`src/rtl/lfpd_pkg.sv`:
```
// Package for the line follower PD drive block: widths, register indexes,
// reset values and the gain bundle. Used by every module of the block.
`default_nettype none

package lfpd_pkg;

	localparam int SENS_W     = 8;
	localparam int ERR_W      = 4;
	localparam int STEER_W    = 16;
	localparam int GAIN_W     = 10;
	localparam int BASE_W     = 9;
	localparam int DUTY_W     = 9;
	localparam int SUM_W      = 11;
	localparam int CFG_IDX_W  = 3;
	localparam int CFG_DATA_W = 10;

	localparam logic signed [ERR_W-1:0] ERR_LOST_POS = 4'sd5;
	localparam logic signed [ERR_W-1:0] ERR_LOST_NEG = -4'sd5;
	localparam logic signed [ERR_W-1:0] ERR_ZERO     = 4'sd0;

	localparam logic signed [SUM_W:0] SUM_MAX = 12'sd1023;
	localparam logic signed [SUM_W:0] SUM_MIN = -12'sd1023;

	localparam logic [DUTY_W-1:0] DUTY_FULL = 9'd256;

	localparam logic [GAIN_W-1:0] RST_GAIN_P      = 10'd51;
	localparam logic [GAIN_W-1:0] RST_GAIN_I      = 10'd0;
	localparam logic [GAIN_W-1:0] RST_GAIN_D      = 10'd230;
	localparam logic [GAIN_W-1:0] RST_GAIN_P_LOST = 10'd41;
	localparam logic [GAIN_W-1:0] RST_GAIN_D_LOST = 10'd192;
	localparam logic [BASE_W-1:0] RST_BASE_SPEED  = 9'd256;

	typedef enum logic [CFG_IDX_W-1:0] {
		REG_GAIN_P      = 3'd0,
		REG_GAIN_I      = 3'd1,
		REG_GAIN_D      = 3'd2,
		REG_GAIN_P_LOST = 3'd3,
		REG_GAIN_D_LOST = 3'd4,
		REG_BASE_SPEED  = 3'd5
	} cfg_reg_t;

	typedef struct packed {
		logic [GAIN_W-1:0] p;
		logic [GAIN_W-1:0] i;
		logic [GAIN_W-1:0] d;
		logic [GAIN_W-1:0] p_lost;
		logic [GAIN_W-1:0] d_lost;
	} lfpd_gains_t;

endpackage

`default_nettype wire

```
`src/rtl/lfpd_pid.sv`:
```
// Line error encoder and PID steer update with its state registers.
// Depends on lfpd_pkg for widths, limits and the gain bundle.
`default_nettype none

module lfpd_pid
	import lfpd_pkg::*;
(
	input  wire logic                      clk,
	input  wire logic                      arst_n,
	input  wire logic                      en,
	input  wire logic [SENS_W-1:0]         sensor_raw,
	input  wire logic                      sample_due,
	input  wire lfpd_gains_t               gains,
	output logic signed [ERR_W-1:0]        err,
	output logic signed [STEER_W-1:0]      steer
);

	logic signed [ERR_W-1:0]   prev_err_q;
	logic signed [SUM_W-1:0]   error_sum_q;
	logic signed [STEER_W-1:0] held_steer_q;

	logic [SENS_W-1:0]         s;
	logic                      all_dark;
	logic                      lost;
	logic signed [SUM_W:0]     sum_inc;
	logic signed [SUM_W-1:0]   sum_next;
	logic signed [SUM_W-1:0]   sum_used;
	logic [GAIN_W-1:0]         kp;
	logic [GAIN_W-1:0]         kd;
	logic signed [4:0]         deriv;
	logic signed [14:0]        prod_p;
	logic signed [21:0]        prod_i;
	logic signed [15:0]        prod_d;
	logic signed [22:0]        pid_sum;
	logic signed [STEER_W-1:0] pid_sat;

	assign s        = ~sensor_raw;
	assign all_dark = (sensor_raw == 8'hFF);

	always_comb begin
		if (all_dark && !prev_err_q[ERR_W-1] && prev_err_q != ERR_ZERO) begin
			err = ERR_LOST_POS;
		end else if (all_dark && prev_err_q[ERR_W-1]) begin
			err = ERR_LOST_NEG;
		end else if (s[3] && s[4]) begin
			err = 4'sd0;
		end else if (s[5] && !s[6]) begin
			err = 4'sd1;
		end else if (s[2] && !s[1]) begin
			err = -4'sd1;
		end else if (s[5] && s[6] && !s[7]) begin
			err = 4'sd2;
		end else if (s[2] && s[1]) begin
			err = -4'sd2;
		end else if (s[6] && s[7]) begin
			err = 4'sd3;
		end else if (s[1] && s[0]) begin
			err = -4'sd3;
		end else if (!s[6] && s[7]) begin
			err = 4'sd4;
		end else if (!s[1] && s[0]) begin
			err = -4'sd4;
		end else begin
			err = ERR_ZERO;
		end
	end

	assign lost = (err == ERR_LOST_POS) || (err == ERR_LOST_NEG);

	always_comb begin
		sum_inc = (SUM_W+1)'(error_sum_q) + (SUM_W+1)'(err);
		if (sum_inc > SUM_MAX) begin
			sum_next = SUM_W'(SUM_MAX);
		end else if (sum_inc < SUM_MIN) begin
			sum_next = SUM_W'(SUM_MIN);
		end else begin
			sum_next = sum_inc[SUM_W-1:0];
		end
	end

	always_comb begin
		if (lost) begin
			sum_used = error_sum_q;
			kp       = gains.p_lost;
			kd       = gains.d_lost;
			deriv    = err[ERR_W-1] ? -5'sd1 : 5'sd1;
		end else begin
			sum_used = sum_next;
			kp       = gains.p;
			kd       = gains.d;
			deriv    = 5'(err) - 5'(prev_err_q);
		end
	end

	assign prod_p  = $signed({1'b0, kp}) * err;
	assign prod_i  = $signed({1'b0, gains.i}) * sum_used;
	assign prod_d  = $signed({1'b0, kd}) * deriv;
	assign pid_sum = 23'(prod_p) + 23'(prod_i) + 23'(prod_d);

	always_comb begin
		if (pid_sum > 23'sd32767) begin
			pid_sat = 16'sh7FFF;
		end else if (pid_sum < -23'sd32768) begin
			pid_sat = 16'sh8000;
		end else begin
			pid_sat = pid_sum[STEER_W-1:0];
		end
	end

	assign steer = sample_due ? pid_sat : held_steer_q;

	always_ff @(posedge clk or negedge arst_n) begin
		if (!arst_n) begin
			prev_err_q   <= '0;
			error_sum_q  <= '0;
			held_steer_q <= '0;
		end else if (en && sample_due) begin
			prev_err_q   <= err;
			error_sum_q  <= sum_used;
			held_steer_q <= pid_sat;
		end
	end

	a_hold_when_idle: assert property (@(posedge clk) disable iff (!arst_n)
		!(en && sample_due) |=> $stable(held_steer_q) && $stable(prev_err_q)
			&& $stable(error_sum_q))
		else $error("PID state changed without a due request");

	a_lost_keeps_sum: assert property (@(posedge clk) disable iff (!arst_n)
		en && sample_due && lost |=> $stable(error_sum_q))
		else $error("Integral changed while the line was lost");

	a_sum_bounded: assert property (@(posedge clk) disable iff (!arst_n)
		en && sample_due |=> error_sum_q <= 11'sd1023 && error_sum_q >= -11'sd1023
			&& prev_err_q == $past(err))
		else $error("Integral out of range or last error not taken");

endmodule

`default_nettype wire

```
`src/rtl/lfpd_drive.sv`:
```
// One motor channel: magnitude of base speed plus or minus the steer value,
// clamped to full duty, with a reverse bit. Depends on lfpd_pkg for widths.
`default_nettype none

module lfpd_drive
	import lfpd_pkg::*;
(
	input  wire logic [BASE_W-1:0]          base_speed,
	input  wire logic signed [STEER_W-1:0]  steer,
	input  wire logic                       negate,
	output logic [DUTY_W-1:0]               duty,
	output logic                            reverse
);

	logic signed [17:0] steer_ext;
	logic signed [17:0] term;
	logic signed [17:0] v;
	logic [17:0]        mag;

	assign steer_ext = 18'(steer);
	assign term      = negate ? -steer_ext : steer_ext;
	assign v         = $signed({9'b0, base_speed}) + term;
	assign mag       = v[17] ? 18'(-v) : 18'(v);
	assign duty      = (mag > 18'(DUTY_FULL)) ? DUTY_FULL : mag[DUTY_W-1:0];
	assign reverse   = v[17];

endmodule

`default_nettype wire

```
`src/rtl/line_follow_pd_drive.sv`:
```
// Line follower PD drive: top level with configuration registers and the
// three-stage request pipeline. Depends on lfpd_pkg, lfpd_pid, lfpd_drive.
//
// A request carries eight raw line-sensor bits and a sample-due flag on a
// valid/ready channel. Each request gives one result on the output channel:
// the encoded line error, the new or held steer value and both motor duties
// with their reverse bits. Requests pass an input register, the PID stage
// (error encoder, integral and steer state) and the output register. One
// request is taken every cycle unless the receiver stalls; the PID state
// updates as a due request leaves the input register, so back-to-back requests
// each see the state left by the one before. When the receiver stalls, the
// stages fill and ready drops once all three hold a request; nothing is lost.
// Reset empties the pipeline, clears the PID state and loads the default
// gains and base speed. Configuration writes take effect at once; the user
// must make them while no request is in flight, as the block does not check.
`default_nettype none

module line_follow_pd_drive
	import lfpd_pkg::*;
(
	input  wire logic                       clk,
	input  wire logic                       arst_n,
	input  wire logic                       cfg_we,
	input  wire logic [CFG_IDX_W-1:0]       cfg_index,
	input  wire logic [CFG_DATA_W-1:0]      cfg_data,
	input  wire logic                       in_valid,
	output logic                            in_ready,
	input  wire logic [SENS_W-1:0]          sensor_raw,
	input  wire logic                       sample_due,
	output logic                            out_valid,
	input  wire logic                       out_ready,
	output logic signed [ERR_W-1:0]         line_error,
	output logic signed [STEER_W-1:0]       steer_value,
	output logic [DUTY_W-1:0]               right_duty,
	output logic [DUTY_W-1:0]               left_duty,
	output logic                            right_reverse,
	output logic                            left_reverse
);

	lfpd_gains_t              gains_q;
	logic [BASE_W-1:0]        base_speed_q;

	logic                     v_s1;
	logic [SENS_W-1:0]        sensor_s1;
	logic                     due_s1;
	logic                     v_s2;
	logic signed [ERR_W-1:0]  err_s2;
	logic signed [STEER_W-1:0] steer_s2;
	logic                     v_s3;

	logic                     adv1;
	logic                     adv2;
	logic                     take;
	logic signed [ERR_W-1:0]  err_c;
	logic signed [STEER_W-1:0] steer_c;
	logic [DUTY_W-1:0]        rduty_c;
	logic [DUTY_W-1:0]        lduty_c;
	logic                     rrev_c;
	logic                     lrev_c;

	always_ff @(posedge clk or negedge arst_n) begin
		if (!arst_n) begin
			gains_q.p      <= RST_GAIN_P;
			gains_q.i      <= RST_GAIN_I;
			gains_q.d      <= RST_GAIN_D;
			gains_q.p_lost <= RST_GAIN_P_LOST;
			gains_q.d_lost <= RST_GAIN_D_LOST;
			base_speed_q   <= RST_BASE_SPEED;
		end else if (cfg_we) begin
			case (cfg_reg_t'(cfg_index))
				REG_GAIN_P:      gains_q.p      <= cfg_data;
				REG_GAIN_I:      gains_q.i      <= cfg_data;
				REG_GAIN_D:      gains_q.d      <= cfg_data;
				REG_GAIN_P_LOST: gains_q.p_lost <= cfg_data;
				REG_GAIN_D_LOST: gains_q.d_lost <= cfg_data;
				REG_BASE_SPEED:  base_speed_q   <= cfg_data[BASE_W-1:0];
				default: begin
				end
			endcase
		end
	end

	assign adv2     = v_s2 && (!v_s3 || out_ready);
	assign adv1     = v_s1 && (!v_s2 || adv2);
	assign in_ready = !v_s1 || adv1;
	assign take     = in_valid && in_ready;

	always_ff @(posedge clk or negedge arst_n) begin
		if (!arst_n) begin
			v_s1 <= 1'b0;
			v_s2 <= 1'b0;
			v_s3 <= 1'b0;
		end else begin
			if (take) begin
				v_s1 <= 1'b1;
			end else if (adv1) begin
				v_s1 <= 1'b0;
			end
			if (adv1) begin
				v_s2 <= 1'b1;
			end else if (adv2) begin
				v_s2 <= 1'b0;
			end
			if (adv2) begin
				v_s3 <= 1'b1;
			end else if (out_ready) begin
				v_s3 <= 1'b0;
			end
		end
	end

	always_ff @(posedge clk) begin
		if (take) begin
			sensor_s1 <= sensor_raw;
			due_s1    <= sample_due;
		end
		if (adv1) begin
			err_s2   <= err_c;
			steer_s2 <= steer_c;
		end
		if (adv2) begin
			line_error    <= err_s2;
			steer_value   <= steer_s2;
			right_duty    <= rduty_c;
			left_duty     <= lduty_c;
			right_reverse <= rrev_c;
			left_reverse  <= lrev_c;
		end
	end

	assign out_valid = v_s3;

	lfpd_pid u_pid (
		.clk        (clk),
		.arst_n     (arst_n),
		.en         (adv1),
		.sensor_raw (sensor_s1),
		.sample_due (due_s1),
		.gains      (gains_q),
		.err        (err_c),
		.steer      (steer_c)
	);

	lfpd_drive u_drive_right (
		.base_speed (base_speed_q),
		.steer      (steer_s2),
		.negate     (1'b0),
		.duty       (rduty_c),
		.reverse    (rrev_c)
	);

	lfpd_drive u_drive_left (
		.base_speed (base_speed_q),
		.steer      (steer_s2),
		.negate     (1'b1),
		.duty       (lduty_c),
		.reverse    (lrev_c)
	);

	a_s1_holds: assert property (@(posedge clk) disable iff (!arst_n)
		v_s1 && !adv1 |=> v_s1)
		else $error("Input stage dropped a stalled request");

	a_s2_holds: assert property (@(posedge clk) disable iff (!arst_n)
		v_s2 && !adv2 |=> v_s2 && $stable(steer_s2) && $stable(err_s2))
		else $error("PID stage lost a stalled request");

	a_reverse_nonzero: assert property (@(posedge clk) disable iff (!arst_n)
		out_valid && (right_reverse || left_reverse) |->
			(!right_reverse || right_duty != '0) && (!left_reverse || left_duty != '0))
		else $error("Reverse flagged with zero duty");

endmodule

`default_nettype wire

```
`config.mk`:
```
export PLATFORM = sky130hd
export DESIGN_NAME = line_follow_pd_drive
export DESIGN_NICKNAME = d
export VERILOG_FILES = /design/src/rtl/lfpd_pkg.sv /design/src/rtl/lfpd_pid.sv /design/src/rtl/lfpd_drive.sv /design/src/rtl/line_follow_pd_drive.sv
export SDC_FILE = /design/constraint.sdc
export NUM_CORES = 1
export LEC_CHECK = 0
export BUFFER_PORTS_ARGS = -buffer_cell sky130_fd_sc_hd__buf_2
export CORE_MARGIN = 2
export CORE_UTILIZATION = 40
export DETAILED_ROUTE_END_ITERATION = 16
export SETUP_SLACK_MARGIN = 0.02
export SLEW_MARGIN = 40
export SYNTH_ARGS = -nofsm -noshare
export SYNTH_HDL_FRONTEND = slang
export SYNTH_HIERARCHICAL = 1
export SYNTH_SLANG_ARGS = --single-unit
```
`constraint.sdc`:
```
create_clock -name clk -period 14.05 [get_ports clk]
set_clock_uncertainty 0.15 [all_clocks]
set_input_delay 0 -clock clk [delete_from_list [all_inputs] [get_ports clk]]
set_output_delay 0 -clock clk [all_outputs]
set_load 0.02 [all_outputs]
```
======== Word level (Yosys, flattened, before mapping) ========
Cells that the tools add are included.
storage, ports and cells
  register bits ........................... 162
  input bits .............................. 27
  output and inout port bits .............. 42
  logic and storage cells ................. 117
cells by class
  add/subtract/negate cells ............... 9
  $mul .................................... 3
  order comparisons ....................... 6
  equality and inequality tests ........... 8
  muxes and demuxes ....................... 29
  bitwise logic cells ..................... 1
  reductions and logical operators ........ 39
operators by type and width
  operator                                                                            count
  16-bit two-way mux                                                                  3
  4-bit two-way mux                                                                   11
  18-bit by 9-bit greater-than comparator with 1-bit output (second input constant)   2
  18-bit two-way mux                                                                  2
  18-bit negator                                                                      2
  11-bit two-way mux                                                                  3
  15-bit by 22-bit adder with 23-bit output                                           1
  23-bit by 16-bit adder with 23-bit output                                           1
  23-bit by 16-bit greater-than comparator with 1-bit output (second input constant)  1
  23-bit by 16-bit < comparator with 1-bit output (second input constant)             1
  11-bit by 11-bit multiplier with 22-bit output                                      1
  10-bit two-way mux                                                                  2
  10-bit by 18-bit adder with 18-bit output                                           1
  16-bit negator with 18-bit output                                                   1
  10-bit by 16-bit adder with 17-bit output                                           1
  1-bit logical AND                                                                   17
  11-bit by 5-bit multiplier with 16-bit output                                       1
  11-bit by 4-bit multiplier with 15-bit output                                       1
  11-bit by 4-bit adder with 12-bit output                                            1
  12-bit by 11-bit greater-than comparator with 1-bit output (second input constant)  1
  12-bit by 11-bit < comparator with 1-bit output (second input constant)             1
  2-bit AND reduction                                                                 6
  5-bit two-way mux                                                                   2
  4-bit == test (second input constant)                                               2
  other kinds (12)                                                                    30

======== Depth between registers and ports, before layout ========
  depth after elaboration ................. 26
  mapped depth ............................ 43

======== Cells and area by module ========
Netlist, hierarchy kept.
modules (own cells, without submodules)
  module                instances  cells each  area each (sq um)
  lfpd_pid              1          1,218       10,323.7
  line_follow_pd_drive  1          212         4,573.1
  lfpd_drive            2          259         1,824.2

======== Worst setup path before layout ========
Ideal clock, no wire load.
  path type ............................... reg-to-reg
  start point ............................. reg u_pid.prev_err_q[2]
  end point ............................... reg steer_s2[10], data pin
  arrival time ............................ 10.740 ns
  setup slack ............................. 3.014 ns
  stages on the path, launching flop included .. 38
  cell sequence ........................... dfrtp_1 > or3_1 > o21a_1 > clkbuf_1 > clkbuf_1 > a21oi_1 > clkbuf_1 > inv_1 > ha_1 > fa_1 > a21o_1 > a21oi_1 > o21bai_1 > a311oi_1 > a211o_1 > clkbuf_1 > nor2_1 > o31ai_1 > [2 not listed] > fa_1 > fa_1 > fa_1 > fa_1 > fa_1 > inv_1 > fa_1 > inv_1 > ha_1 > nand2_1 > a211o_1 > nor3b_1 > o21ai_1 > o32a_1 > nor4_4 > clkbuf_2 > o21ai_0 > a21oi_1
between the ends
  cells in the longest elaborated chain, start to end .. 15
  elaborated cells between the ends (all ways) .. 27
  those cells by class .................... add/sub (4); mul (3); order compare (4); eq/ne (2); mux (11); reduce/logical (3)
ends and longest elaborated chain
  element                                          line                         text
  start: declaration                               lfpd_pid.sv:18               logic signed [ERR_W-1:0] prev_err_q;
  start signal: assignment                         lfpd_pid.sv:118              prev_err_q <= err;
  4-bit nonzero test *                             lfpd_pid.sv:41               if (all_dark && !prev_err_q[ERR_W-1] && prev_err_q != ERR_ZERO) begin
  1-bit logical AND *                              lfpd_pid.sv:41
  4-bit two-way mux *                              lfpd_pid.sv:41
  via err_c[0]                                     line_follow_pd_drive.sv:54   logic signed [ERR_W-1:0] err_c;
  11-bit by 4-bit adder with 12-bit output         lfpd_pid.sv:71               sum_inc = (SUM_W+1)'(error_sum_q) + (SUM_W+1)'(err);
  12-bit by 11-bit < comparator with 1-bit output  lfpd_pid.sv:74               end else if (sum_inc < SUM_MIN) begin
  11-bit two-way mux                               lfpd_pid.sv:74
  11-bit two-way mux                               lfpd_pid.sv:72               if (sum_inc > SUM_MAX) begin
  11-bit two-way mux                               lfpd_pid.sv:82               if (lost) begin
  11-bit by 11-bit multiplier with 22-bit output   lfpd_pid.sv:96               assign prod_i = $signed({1'b0, gains.i}) * sum_used;
  15-bit by 22-bit adder with 23-bit output        lfpd_pid.sv:98               assign pid_sum = 23'(prod_p) + 23'(prod_i) + 23'(prod_d);
  23-bit by 16-bit adder with 23-bit output *      lfpd_pid.sv:98
  23-bit by 16-bit < comparator with 1-bit output  lfpd_pid.sv:103              end else if (pid_sum < -23'sd32768) begin
  16-bit two-way mux                               lfpd_pid.sv:103
  16-bit two-way mux *                             lfpd_pid.sv:101              if (pid_sum > 23'sd32767) begin
  16-bit two-way mux *                             lfpd_pid.sv:110              assign steer = sample_due ? pid_sat : held_steer_q;
  via steer_c[10]                                  line_follow_pd_drive.sv:55   logic signed [STEER_W-1:0] steer_c;
  end signal: assignment                           line_follow_pd_drive.sv:119  steer_s2 <= steer_c;
  end: declaration                                 line_follow_pd_drive.sv:48   logic signed [STEER_W-1:0] steer_s2;
Mark *: on every way through the listed nets, which the timed path passes. The rest lies on a longest branch.
A chain may end at the register's enable or synchronous reset.

======== Worst setup path after layout ========
  start point ............................. reg u_pid.prev_err_q[0]
  end point ............................... reg steer_s2[0], data pin
The elaborated chain is that of the path after synthesis.

==> metrics <==
CTS clk-pin slew, worst paths 0.08 ns; ys flop type dfrtp_1; DRT met1 WL 21.6 mm; wire per inst about 18 um; Crit-path slowest cell a21boi_2; Seq/Total Area, Yosys 23.8%; global-route wire length before repair 78.3 mm; Die Wd 219 um; Reg2Reg Setup Slack 1.96 ns; clk buf depth 2; grt total ovfl 0; initial antenna violation count 0; Crit path required time approximately 14 ns; # setup viols final 0; drt via density about 5.5; maximum fanout along the worst path 47; most frequent cells after synthesis inv_1 (259), fa_1 (181), nand2_1 (167), nor2_1 (167), ha_1 (136); port bufs 68; Worst Hold End gains_q[44]$_DFFE_PN1P_; overall routing resource usage between 20% and 30%; Final period util 86.1%; CTS H-tree lvls 4; Final Critical Period around 12 ns; critical path's largest stage delay 0.66 ns; Chip Height 219 um; syn_area_per_cell approximately 9.5 um^2; CTS sink count approximately 160; Core ar. 0.0456 mm^2; Clk Latency, worst-skew pair 0.46 ns; first drt pass iteration count 5; # DRC 0; DRT antenna net count 0; postcts setup bufs 0; DR top layer met4; DR vias about 14,000; Placement Rows a little under 80; Routed met3 length 2.59 mm; fill cell count roughly 4,300; Yosys cell types 96; ratio of cells with drive above 1 in the final layout 13.1%; Fin. Hold Viols 0; CP startpoint kind register; hold path depth 4; CTS tree yes; worst slack at placement 1.78 ns; Nets roughly 2,400; CP most frequent cell fa_1; cell count of the worst reg-to-reg path 36; most common cell in the netlist inv_1; hold path start cfg_index[0]; worst endpoint data arrival time 12.11 ns; I/O pins 69; post-route setup slack between 1.5 and 2 ns; met2 routed WL 23.0 mm; ys async rst share 57.4%; max_slew headroom 46.8%; Yosys top cell by area fa_1; Setup TNS Final 0 ns; Hold WC Path Type in2reg; max cap viols 0; crit path capture type register; Post-synth EDFFs 69; Placer Congestion 0.909; reg2reg start u_pid/prev_err_q[0]$_DFFE_PN0P_; Slew @ Worst Pin 0.799 ns; Num CTS Buffers 17; largest cells by area after synthesis fa_1 (20%), edfxtp_1 (11%), dfrtp_1 (11%); Syn Inst Count 1,948; Area Growth Syn to Fin 9.49%; #FFs+latches synth 162; post-synth top area share between 10% and 20%; placed cell count 2,572; FMAX 82.7 MHz; root buf cell clkbuf_16; detailed placement HPWL roughly 38 mm; Die ar. slightly below 0.05 mm^2; Starting Density a little over 40%; post-CTS sizing 0; RSZ-0062 raised after global routing false; Placed Area slightly below 0.02 mm^2; DRT Wirelength 48.4 mm; outcome complete, no violations; ant diodes 0; Post-Synthesis Cell Area around 0.019 mm^2; Synth Warn # 6; initial drt markers between 1,000 and 1,500; Setup CP Type reg2reg; vias in the first global route between 10,000 and 15,000; largest net degree at the start of global routing 57; Finished Cell Area 0.0203 mm^2; Slew Viols, Final 0; r2r endpoint steer_s2[0]$_DFFE_PP_; Non-Filler Instances around 2,600
[kinds of logic (layout without fill, tap and decap cells)]
kind of cell / Yosys count / after routing / share of synthesized area, %
AO/OA/AOI/OAI: 329 / 329 / 12.4
XOR/XNOR: 99 / 99 / 4.83
adder cells (fa/ha/maj): 322 / 322 / 29.0
buffers and inverters: 327 / 403 / 7.55
flip-flops: 162 / 162 / 23.8
multiplexers: 83 / 83 / 5.30
other: 2 / 10 / 0.0405
AND/OR/NAND/NOR: 624 / 624 / 17.1
[sequential cells by signal, indices dropped and copies added (netlist names), 4 cells and up]
| name | count |
|---|---|
| base_speed_q | 9 |
| err_s2 | 4 |
| gains_q | 50 |
| left_duty | 9 |
| line_error | 4 |
| right_duty | 9 |
| sensor_s1 | 8 |
| steer_s2 | 16 |
| steer_value | 16 |
| u_pid/error_sum_q | 11 |
| u_pid/held_steer_q | 16 |
| u_pid/prev_err_q | 4 |
[cell type report]
| type | instances | area (um^2) | area share, % |
|---|---|---|---|
| multi-input combinational | 1467 | 12800 | 63.1 |
| sequential | 162 | 4420 | 21.8 |
| tap | 600 | 751 | 3.70 |
| inverter | 261 | 980 | 4.82 |
| clock inverter | 14 | 165 | 0.813 |
| timing repair buffer | 110 | 744 | 3.67 |
| clock buffer | 18 | 429 | 2.11 |
[through the flow]
step / util, % / hold slack [ns]
global route: 44.6 / 0.0418
CTS: 44.5 / 0.00299
floorplan: - / -0.446
finish: 44.6 / 0.0301
detailed placement: 42.6 / -0.153
global placement: 42.5 / -0.159
[cell usage in the layout, fill, tap and decap left out, types with 14 or more instances in the layout]
cell             n
buf_2           68
nand2b_1        18
nand3_1         23
nand2_1        167
xnor2_1         60
nor2b_1         19
nand4_1         30
dfrtp_1         78
mux2i_1         19
o21ai_0         54
or3_1           31
dlygate4sd3_1   26
dfstp_2         15
mux2_2          42
ha_1           136
clkbuf_16       17
fa_1           181
a21oi_1         87
xor2_1          36
a211oi_1        14
nor3_1          34
and2_1          64
nor2_1         165
mux2_4          20
inv_1          258
edfxtp_1        69
[repair_timing]
item	in CTS	in global routing
hold buffers	27	0
hold endpoints to repair	110	0
endpoints found under the setup margin	0	0
[worst max-delay path by stage]
stage	startpoint	endpoint	slack, ns	cells past startpoint
after floorplan	u_pid/prev_err_q[2]$_DFFE_PN0P_	steer_s2[10]$_DFFE_PP_	3.01	37
after global placement	sensor_s1[5]$_DFFE_PP_	steer_s2[14]$_DFFE_PP_	1.92	33
after detailed placement	sensor_s1[5]$_DFFE_PP_	steer_s2[12]$_DFFE_PP_	1.78	37
after CTS	sensor_s1[5]$_DFFE_PP_	steer_s2[3]$_DFFE_PP_	1.73	33
after global routing	u_pid/prev_err_q[2]$_DFFE_PN0P_	steer_s2[13]$_DFFE_PP_	1.30	40
final	u_pid/prev_err_q[0]$_DFFE_PN0P_	steer_s2[0]$_DFFE_PP_	1.96	36
[routing by layer]
layer	global-route usage (%)	vias up
met5	0	-
met4	6.71	0
met3	2.87	65
met2	34.3	440
met1	28.5	7185
li1	-	6740
[critical path, delay by kind of cell, from the launching register on]
family / cells / cell delay [ns]
fa+ha+maj: 10 / 4.35
compound gates: 13 / 3.89
simple gates: 4 / 1.39
buf+inv: 7 / 1.04
xor+xnor: 2 / 0.53
flops: 1 / 0.40
Power is not shown: default switching activity piles up to over one toggle a cycle in this logic, so the estimate is an artifact.
